--- src/mrt_pkg.sv ---
// Shared types and constants for the masked route table.
package mrt_pkg;

	localparam int ADDR_W = 32;
	localparam int PORT_W = 4;
	localparam int SLOT_W = 4;
	localparam int STAT_W = 2;

	localparam int QUEUE_DEPTH = 2;
	localparam int QPTR_W = 1;
	localparam int QCNT_W = 2;

	localparam logic REQ_ADD = 1'b0;
	localparam logic REQ_LOOKUP = 1'b1;

	localparam logic [STAT_W-1:0] ST_OK = 2'd0;
	localparam logic [STAT_W-1:0] ST_FULL = 2'd1;
	localparam logic [STAT_W-1:0] ST_NOROUTE = 2'd2;

	typedef struct packed {
		logic              req_type;
		logic [ADDR_W-1:0] address;
		logic [ADDR_W-1:0] mask;
		logic [ADDR_W-1:0] next_hop;
		logic [PORT_W-1:0] port_index;
	} req_t;

	typedef struct packed {
		logic [STAT_W-1:0] status;
		logic [SLOT_W-1:0] slot;
		logic [ADDR_W-1:0] hop_address;
		logic [PORT_W-1:0] out_port;
		logic              on_link;
	} rsp_t;

	typedef struct packed {
		logic              is_add;
		logic [ADDR_W-1:0] address;
		logic [ADDR_W-1:0] mask;
		logic [ADDR_W-1:0] next_hop;
		logic [PORT_W-1:0] port;
	} cmd_t;

endpackage

--- src/mrt_front.sv ---
// Request intake: classify each word and hold it in a short command queue.
module mrt_front #(
	parameter int PORT_COUNT = 16
) (
	input  logic          clk,
	input  logic          arst_n,
	input  logic          push,
	output logic          full,
	input  mrt_pkg::req_t req,
	output logic          cmd_valid,
	output mrt_pkg::cmd_t cmd,
	input  logic          cmd_take
);
	import mrt_pkg::*;

	localparam logic [PORT_W-1:0] MAX_PORT = PORT_W'(PORT_COUNT - 1);

	cmd_t              cls;
	cmd_t              queue_q [QUEUE_DEPTH];
	logic [QPTR_W-1:0] wr_ptr_q;
	logic [QPTR_W-1:0] rd_ptr_q;
	logic [QCNT_W-1:0] cnt_q;
	logic              wr_en;
	logic              rd_en;

	always_comb begin
		cls.is_add   = (req.req_type == REQ_ADD);
		cls.address  = req.address;
		cls.mask     = req.mask;
		cls.next_hop = req.next_hop;
		cls.port     = (req.port_index > MAX_PORT) ? MAX_PORT : req.port_index;
	end

	assign full      = (cnt_q == QCNT_W'(QUEUE_DEPTH));
	assign cmd_valid = (cnt_q != '0);
	assign cmd       = queue_q[rd_ptr_q];
	assign wr_en     = push & ~full;
	assign rd_en     = cmd_take & cmd_valid;

	always_ff @(posedge clk) begin
		if (wr_en) begin
			queue_q[wr_ptr_q] <= cls;
		end
	end

	always_ff @(posedge clk or negedge arst_n) begin
		if (!arst_n) begin
			wr_ptr_q <= '0;
			rd_ptr_q <= '0;
			cnt_q    <= '0;
		end else begin
			if (wr_en) begin
				wr_ptr_q <= wr_ptr_q + 1'b1;
			end
			if (rd_en) begin
				rd_ptr_q <= rd_ptr_q + 1'b1;
			end
			priority if (wr_en && !rd_en) begin
				cnt_q <= cnt_q + 1'b1;
			end else if (rd_en && !wr_en) begin
				cnt_q <= cnt_q - 1'b1;
			end
		end
	end

endmodule

--- src/mrt_back.sv ---
// Route table execution: add and first-match lookup, with a short result queue.
module mrt_back #(
	parameter int ROUTE_ENTRIES = 16
) (
	input  logic          clk,
	input  logic          arst_n,
	input  logic          cmd_valid,
	input  mrt_pkg::cmd_t cmd,
	output logic          cmd_take,
	output logic          empty,
	input  logic          pop,
	output mrt_pkg::rsp_t rsp
);
	import mrt_pkg::*;

	localparam int CNT_W = $clog2(ROUTE_ENTRIES + 1);
	localparam int IDX_W = (ROUTE_ENTRIES > 1) ? $clog2(ROUTE_ENTRIES) : 1;

	logic [ADDR_W-1:0] net_q  [ROUTE_ENTRIES];
	logic [ADDR_W-1:0] mask_q [ROUTE_ENTRIES];
	logic [ADDR_W-1:0] hop_q  [ROUTE_ENTRIES];
	logic [PORT_W-1:0] port_q [ROUTE_ENTRIES];
	logic [CNT_W-1:0]  fill_q;

	logic [ROUTE_ENTRIES-1:0] hit;
	logic [ROUTE_ENTRIES-1:0] first;
	logic [ADDR_W-1:0]        sel_hop;
	logic [PORT_W-1:0]        sel_port;
	logic [SLOT_W-1:0]        sel_slot;
	logic                     table_full;
	logic                     do_write;
	rsp_t                     res;

	rsp_t              rq_q [QUEUE_DEPTH];
	logic [QPTR_W-1:0] wr_ptr_q;
	logic [QPTR_W-1:0] rd_ptr_q;
	logic [QCNT_W-1:0] cnt_q;
	logic              rq_full;
	logic              rd_en;

	assign table_full = (fill_q == CNT_W'(ROUTE_ENTRIES));
	assign rq_full    = (cnt_q == QCNT_W'(QUEUE_DEPTH));
	assign cmd_take   = cmd_valid & ~rq_full;
	assign do_write   = cmd_take & cmd.is_add & ~table_full;

	always_comb begin
		for (int i = 0; i < ROUTE_ENTRIES; i++) begin
			hit[i] = (CNT_W'(i) < fill_q) && ((cmd.address & mask_q[i]) == net_q[i]);
		end
		first    = hit & (~hit + 1'b1);
		sel_hop  = '0;
		sel_port = '0;
		sel_slot = '0;
		for (int i = 0; i < ROUTE_ENTRIES; i++) begin
			if (first[i]) begin
				sel_hop  = sel_hop | hop_q[i];
				sel_port = sel_port | port_q[i];
				sel_slot = sel_slot | SLOT_W'(i);
			end
		end
	end

	always_comb begin
		res = '0;
		priority if (cmd.is_add) begin
			if (table_full) begin
				res.status = ST_FULL;
			end else begin
				res.status = ST_OK;
				res.slot   = SLOT_W'(fill_q);
			end
		end else if (|hit) begin
			res.status      = ST_OK;
			res.slot        = sel_slot;
			res.hop_address = sel_hop;
			res.out_port    = sel_port;
			res.on_link     = (sel_hop == '0);
		end else begin
			res.status = ST_NOROUTE;
		end
	end

	always_ff @(posedge clk) begin
		if (do_write) begin
			net_q[fill_q[IDX_W-1:0]]  <= cmd.address;
			mask_q[fill_q[IDX_W-1:0]] <= cmd.mask;
			hop_q[fill_q[IDX_W-1:0]]  <= cmd.next_hop;
			port_q[fill_q[IDX_W-1:0]] <= cmd.port;
		end
		if (cmd_take) begin
			rq_q[wr_ptr_q] <= res;
		end
	end

	assign empty = (cnt_q == '0);
	assign rsp   = rq_q[rd_ptr_q];
	assign rd_en = pop & ~empty;

	always_ff @(posedge clk or negedge arst_n) begin
		if (!arst_n) begin
			fill_q   <= '0;
			wr_ptr_q <= '0;
			rd_ptr_q <= '0;
			cnt_q    <= '0;
		end else begin
			if (do_write) begin
				fill_q <= fill_q + 1'b1;
			end
			if (cmd_take) begin
				wr_ptr_q <= wr_ptr_q + 1'b1;
			end
			if (rd_en) begin
				rd_ptr_q <= rd_ptr_q + 1'b1;
			end
			priority if (cmd_take && !rd_en) begin
				cnt_q <= cnt_q + 1'b1;
			end else if (rd_en && !cmd_take) begin
				cnt_q <= cnt_q - 1'b1;
			end
		end
	end

endmodule

--- src/masked_route_table_top.sv ---
// Top level of the masked route table: intake queue, table engine, checks.
// Path: a request word waits in the intake queue; its result word is registered in the result queue.
// Throughput: one request per cycle while neither queue is full, set by the parallel compare
// of all entries and priority pick in the table engine; two-word queues on either side.
// Reset empties both queues and clears the fill count, so the table holds no route.
module masked_route_table_top #(
	parameter int ROUTE_ENTRIES = 16,
	parameter int PORT_COUNT    = 16
) (
	input  logic          clk,
	input  logic          arst_n,
	input  logic          push,
	output logic          full,
	input  mrt_pkg::req_t req,
	output logic          empty,
	input  logic          pop,
	output mrt_pkg::rsp_t rsp
);
	import mrt_pkg::*;

	logic cmd_valid;
	logic cmd_take;
	cmd_t cmd;

	mrt_front #(
		.PORT_COUNT(PORT_COUNT)
	) u_front (
		.clk      (clk),
		.arst_n   (arst_n),
		.push     (push),
		.full     (full),
		.req      (req),
		.cmd_valid(cmd_valid),
		.cmd      (cmd),
		.cmd_take (cmd_take)
	);

	mrt_back #(
		.ROUTE_ENTRIES(ROUTE_ENTRIES)
	) u_back (
		.clk      (clk),
		.arst_n   (arst_n),
		.cmd_valid(cmd_valid),
		.cmd      (cmd),
		.cmd_take (cmd_take),
		.empty    (empty),
		.pop      (pop),
		.rsp      (rsp)
	);

	a_take_valid: assert property (@(posedge clk) disable iff (!arst_n)
		cmd_take |-> cmd_valid)
		else $error("command taken from an empty queue");

	a_take_result: assert property (@(posedge clk) disable iff (!arst_n)
		cmd_take |=> !empty)
		else $error("executed command left no result word");

	a_on_link_hop: assert property (@(posedge clk) disable iff (!arst_n)
		(!empty && rsp.on_link) |-> (rsp.hop_address == '0 && rsp.status == ST_OK))
		else $error("on-link result with a gateway");

	a_fail_zero: assert property (@(posedge clk) disable iff (!arst_n)
		(!empty && rsp.status != ST_OK) |-> (rsp.slot == '0 && rsp.out_port == '0))
		else $error("failed request carries entry fields");

endmodule
--- config.mk ---
export PLATFORM = sky130hd
export DESIGN_NAME = masked_route_table_top
export DESIGN_NICKNAME = d
export VERILOG_FILES = /design/src/mrt_pkg.sv /design/src/mrt_front.sv /design/src/mrt_back.sv /design/src/masked_route_table_top.sv
export SDC_FILE = /design/constraint.sdc
export NUM_CORES = 2
export LEC_CHECK = 0
export BUFFER_PORTS_ARGS = -buffer_cell sky130_fd_sc_hd__buf_4
export CAP_MARGIN = 0
export CORE_ASPECT_RATIO = 1.1
export CORE_UTILIZATION = 30
export DETAILED_ROUTE_END_ITERATION = 6
export GPL_ROUTABILITY_DRIVEN = 0
export PLACE_DENSITY = 0.52
export SLEW_MARGIN = 15
export SYNTH_ARGS = -nofsm -noshare
export SYNTH_HDL_FRONTEND = slang
export SYNTH_SLANG_ARGS = --single-unit
--- constraint.sdc ---
create_clock -name clk -period 6.3 [get_ports clk]
set_clock_uncertainty 0.2 [all_clocks]
set_input_delay 0.315 -clock clk [delete_from_list [all_inputs] [get_ports clk]]
set_output_delay 0.315 -clock clk [all_outputs]
set_load 0.01 [all_outputs]
==> flow_metrics.tcl <==
set metrics [dict create \
    outcome "complete, no violations" \
    maxCapViolCount 0 \
    hp-start "req[32]" \
    first_pass_iters 6 \
    r2r_cells 17 \
    whs_path_depth 2 \
    synth_top_area_share_pct 76.4 \
    path_cells "buf_12 > mux2i_1 > buf_4 > inv_2 > a21oi_1 > o22ai_1 > and4b_1 > and4b_1 > a22oi_1 > and3_1 > nand2_1 > buf_4 > buf_4 > buf_4 > nor2_1 > nor4_2 > o21ai_0" \
    hold_violations 0 \
    p_comb_share_pct 23.4 \
    finalPower_w 0.0381 \
    die-area_sq_mm 0.249 \
    cp.required_ns 6.63 \
    io_pins 150 \
    clk_latency_ns 0.85 \
    start_util_pct 30.2 \
    crit_arrival_ns 6.53 \
    area_growth_pct 22.0 \
    regToRegStartpoint "u_front.rd_ptr_q" \
    fin_ws_ns 0.0937 \
    grt-ovfl-total 0 \
    synth_common_cells "edfxtp_1 (1888), nand2_1 (280), a21oi_1 (204)" \
    synth_area_leaders "edfxtp_1 (76%), mux2_2 (1.8%), and3_1 (1.7%)" \
    leakage_nw 30.0 \
    fmax_ghz 0.161 \
    fillers 23000 \
    cts_buffers 199 \
    synth_most_common_cell "edfxtp_1" \
    pre_cts_ws_ns -0.0913 \
    finalNetCount 5326 \
    syn_avg_cell_area_sq_um 16.5 \
    endpoint_kind "flop" \
    numPortBuffers 149 \
    totalWireLength_um 243000 \
    grt_pass1_wl_um 336000 \
    grt_pass1_vias 43200 \
    synth.yosys.seq_area_share_pct 76.9 \
    synth_top_area_cell "edfxtp_1" \
    path_common_cell "buf_4" \
    clkPwrFrac_pct 30.5 \
    async_flop_share_pct 0.684 \
    synth-edff-count 1888 \
    fp.dieW_um 476 \
    synthCells 4482 \
    internal_power_w 0.0261 \
    setup_viol 0 \
    critical_path.max_fanout 18 \
    htree_levels 4 \
    clkTransAtPathRegs_ns 0.06 \
    drive_above_1_share_pct 19.3 \
    synth_seq_cells 1901 \
    ant_nets 0 \
    layout_min_cycle_time_ns 6.21 \
    antenna_found_initial 21 \
    drc_errors 0 \
    synth_flop_cell "edfxtp_1" \
    path_class "flop to flop" \
    cts_tree "yes" \
    place_inst 8117 \
    grt_max_degree 102 \
    synth.cell_area_sq_mm 0.0742 \
    switching_share_pct 31.3 \
    layoutNonFillerInstCount 8668 \
    dpl.hpwl_um 160000 \
    yosys.cell_types.count 96 \
    r2r_end "u_back.rq_q[1][37]" \
    cpPeakStageDelay_ns 0.61 \
    cp-start-kind "flop" \
    hold_ws_ns 0.0422 \
    rrSetupSlack_ns 0.09 \
    ir_drop_mv 0.339 \
    cts_root_buf "clkbuf_16" \
    slew_headroom_pct 8.19 \
    pwr-share-seq_pct 46.1 \
    die_h_um 524 \
    clk_path_buf_depth 3 \
    drt_iter0_markers 5075 \
    core_sq_mm 0.246 \
    grt_use_total_pct 19.2 \
    worst_slew_pin_slew_ns 1.38 \
    slew_violations 0 \
    crit_family "compound AO/OA/AOI/OAI gates" \
    p_switching_w 0.0119 \
    cts_sinks 1901 \
    p_per_area_mw_per_mm2 421 \
    vias 45000 \
    min_to "u_front.queue_q[0][32]" \
    yosysWarnings 0 \
    path_buf_inv 6 \
    syn_nets 4593 \
    wl_per_cell_um 28.0 \
    vias_per_cell 5.19 \
    rows 191 \
    worst_path_max_delay_cell "o21ai_0" \
    hold_class "input pin to flop" \
    finalCritPeriodShare_pct 98.5 \
]
## worst reg2reg max path, stage by stage (launching register included)
cell	delay [ns]
dfrtp_4	0.57
buf_12	0.21
mux2i_1	0.16
buf_4	0.15
inv_2	0.42
a21oi_1	0.15
o22ai_1	0.54
and4b_1	0.37
and4b_1	0.32
a22oi_1	0.57
and3_1	0.48
nand2_1	0.14
buf_4	0.20
buf_4	0.14
buf_4	0.13
nor2_1	0.36
nor4_2	0.17
o21ai_0	0.61
## cell usage in the layout (no fill, tap or decap), types with 31 or more instances in the layout
cell	n
a211oi_1	59
a21boi_0	64
a21o_1	64
a21oi_1	204
a221oi_1	33
a22oi_1	63
and3_1	202
buf_12	44
buf_4	493
clkbuf_1	59
clkbuf_16	201
clkinv_1	56
dlygate4sd3_1	173
edfxtp_1	1888
inv_1	40
mux2_2	118
nand2_1	280
nand3_1	127
nand4_1	75
nor2_1	94
nor3b_1	52
o2111ai_1	31
o21ai_0	72
o22a_1	46
o22ai_1	59
xnor2_1	101
xor2_1	84
## what timing repair did
action	CTS	global route
setup endpoints to repair	6	2
hold endpoints to repair	224	0
pin swaps	0	6
buffers inserted	0	5
resized for setup	5	12
hold buffers	173	0
## area by class of cell
cell class                 instances  area, sq um  area share, %
multi-input combinational       2343        16500           18.2
sequential                      1901        57000           63.0
inverter                          60          228          0.252
antenna                            5         12.5         0.0138
clock inverter                   107         1080           1.19
tap                             3281         4110           4.54
timing repair buffer             710         6310           6.98
clock buffer                     261         5270           5.82
## state kept, by name (all words and copies together), names as in the netlist, 2 cells and up
register and cells:
u_back.port_q 64, u_front.cnt_q 2, u_back.net_q 512, u_back.fill_q 5, u_back.mask_q 512, u_front.queue_q 202, u_back.rq_q 86, u_back.hop_q 512
u_back.cnt_q 2
## power groups by stage
stage,registers (W),clock network (W),logic [W]
floorplan,0.0178,0,0.00413
global placement,0.0178,0,0.00897
detailed placement,0.0178,0,0.00903
CTS,0.0176,0.0118,0.00915
global route,0.0177,0.0123,0.00947
finish,0.0176,0.0116,0.00893
## stage by stage
step | cell area, sq um | setup TNS, ns | utilization [%]
after floorplan | 74200 | -265.14 | -
after global placement | 82300 | -0.262 | 33.4
after detailed placement | 82300 | -0.361 | 33.5
after CTS | 90400 | 0 | 36.8
after global routing | 90500 | -0.0366 | 36.8
final | 90500 | 0 | 36.8
## per-layer routing
layer	vias up	global-route usage (%)	wire (um)
li1	19500	-	-
met1	23300	25.2	100000
met2	1783	32.6	119000
met3	369	2.91	15600
met4	8	5.79	7710
met5	-	0	57
## worst max-delay path by stage
| stage | from | end | slack [ns] | cells after the start |
|---|---|---|---|---|
| after floorplan | u_front.rd_ptr_q | u_back.hop_q[11][0] | -0.32 | 9 |
| after global placement | u_front.rd_ptr_q | u_back.rq_q[1][38] | -0.11 | 17 |
| after detailed placement | u_front.rd_ptr_q | u_back.rq_q[0][38] | -0.09 | 17 |
| after CTS | u_front.rd_ptr_q | u_back.rq_q[1][0] | 0.02 | 16 |
| after global routing | u_front.rd_ptr_q | u_back.rq_q[1][0] | -0.02 | 17 |
| final | u_front.rd_ptr_q | u_back.rq_q[1][37] | 0.09 | 17 |
## cell families after synthesis
logic type / count (synthesis) / synth area share [%]
adders and majority gates: 6 / 0.101
DFF: 1901 / 76.9
buffers and inverters: 238 / 1.46
xor gates and xnor gates: 185 / 2.18
AOI/OAI and AO/OA: 934 / 9.07
muxes: 150 / 2.42
and+or+nand+nor: 1068 / 7.90
Power figures use the tool's default switching activity.
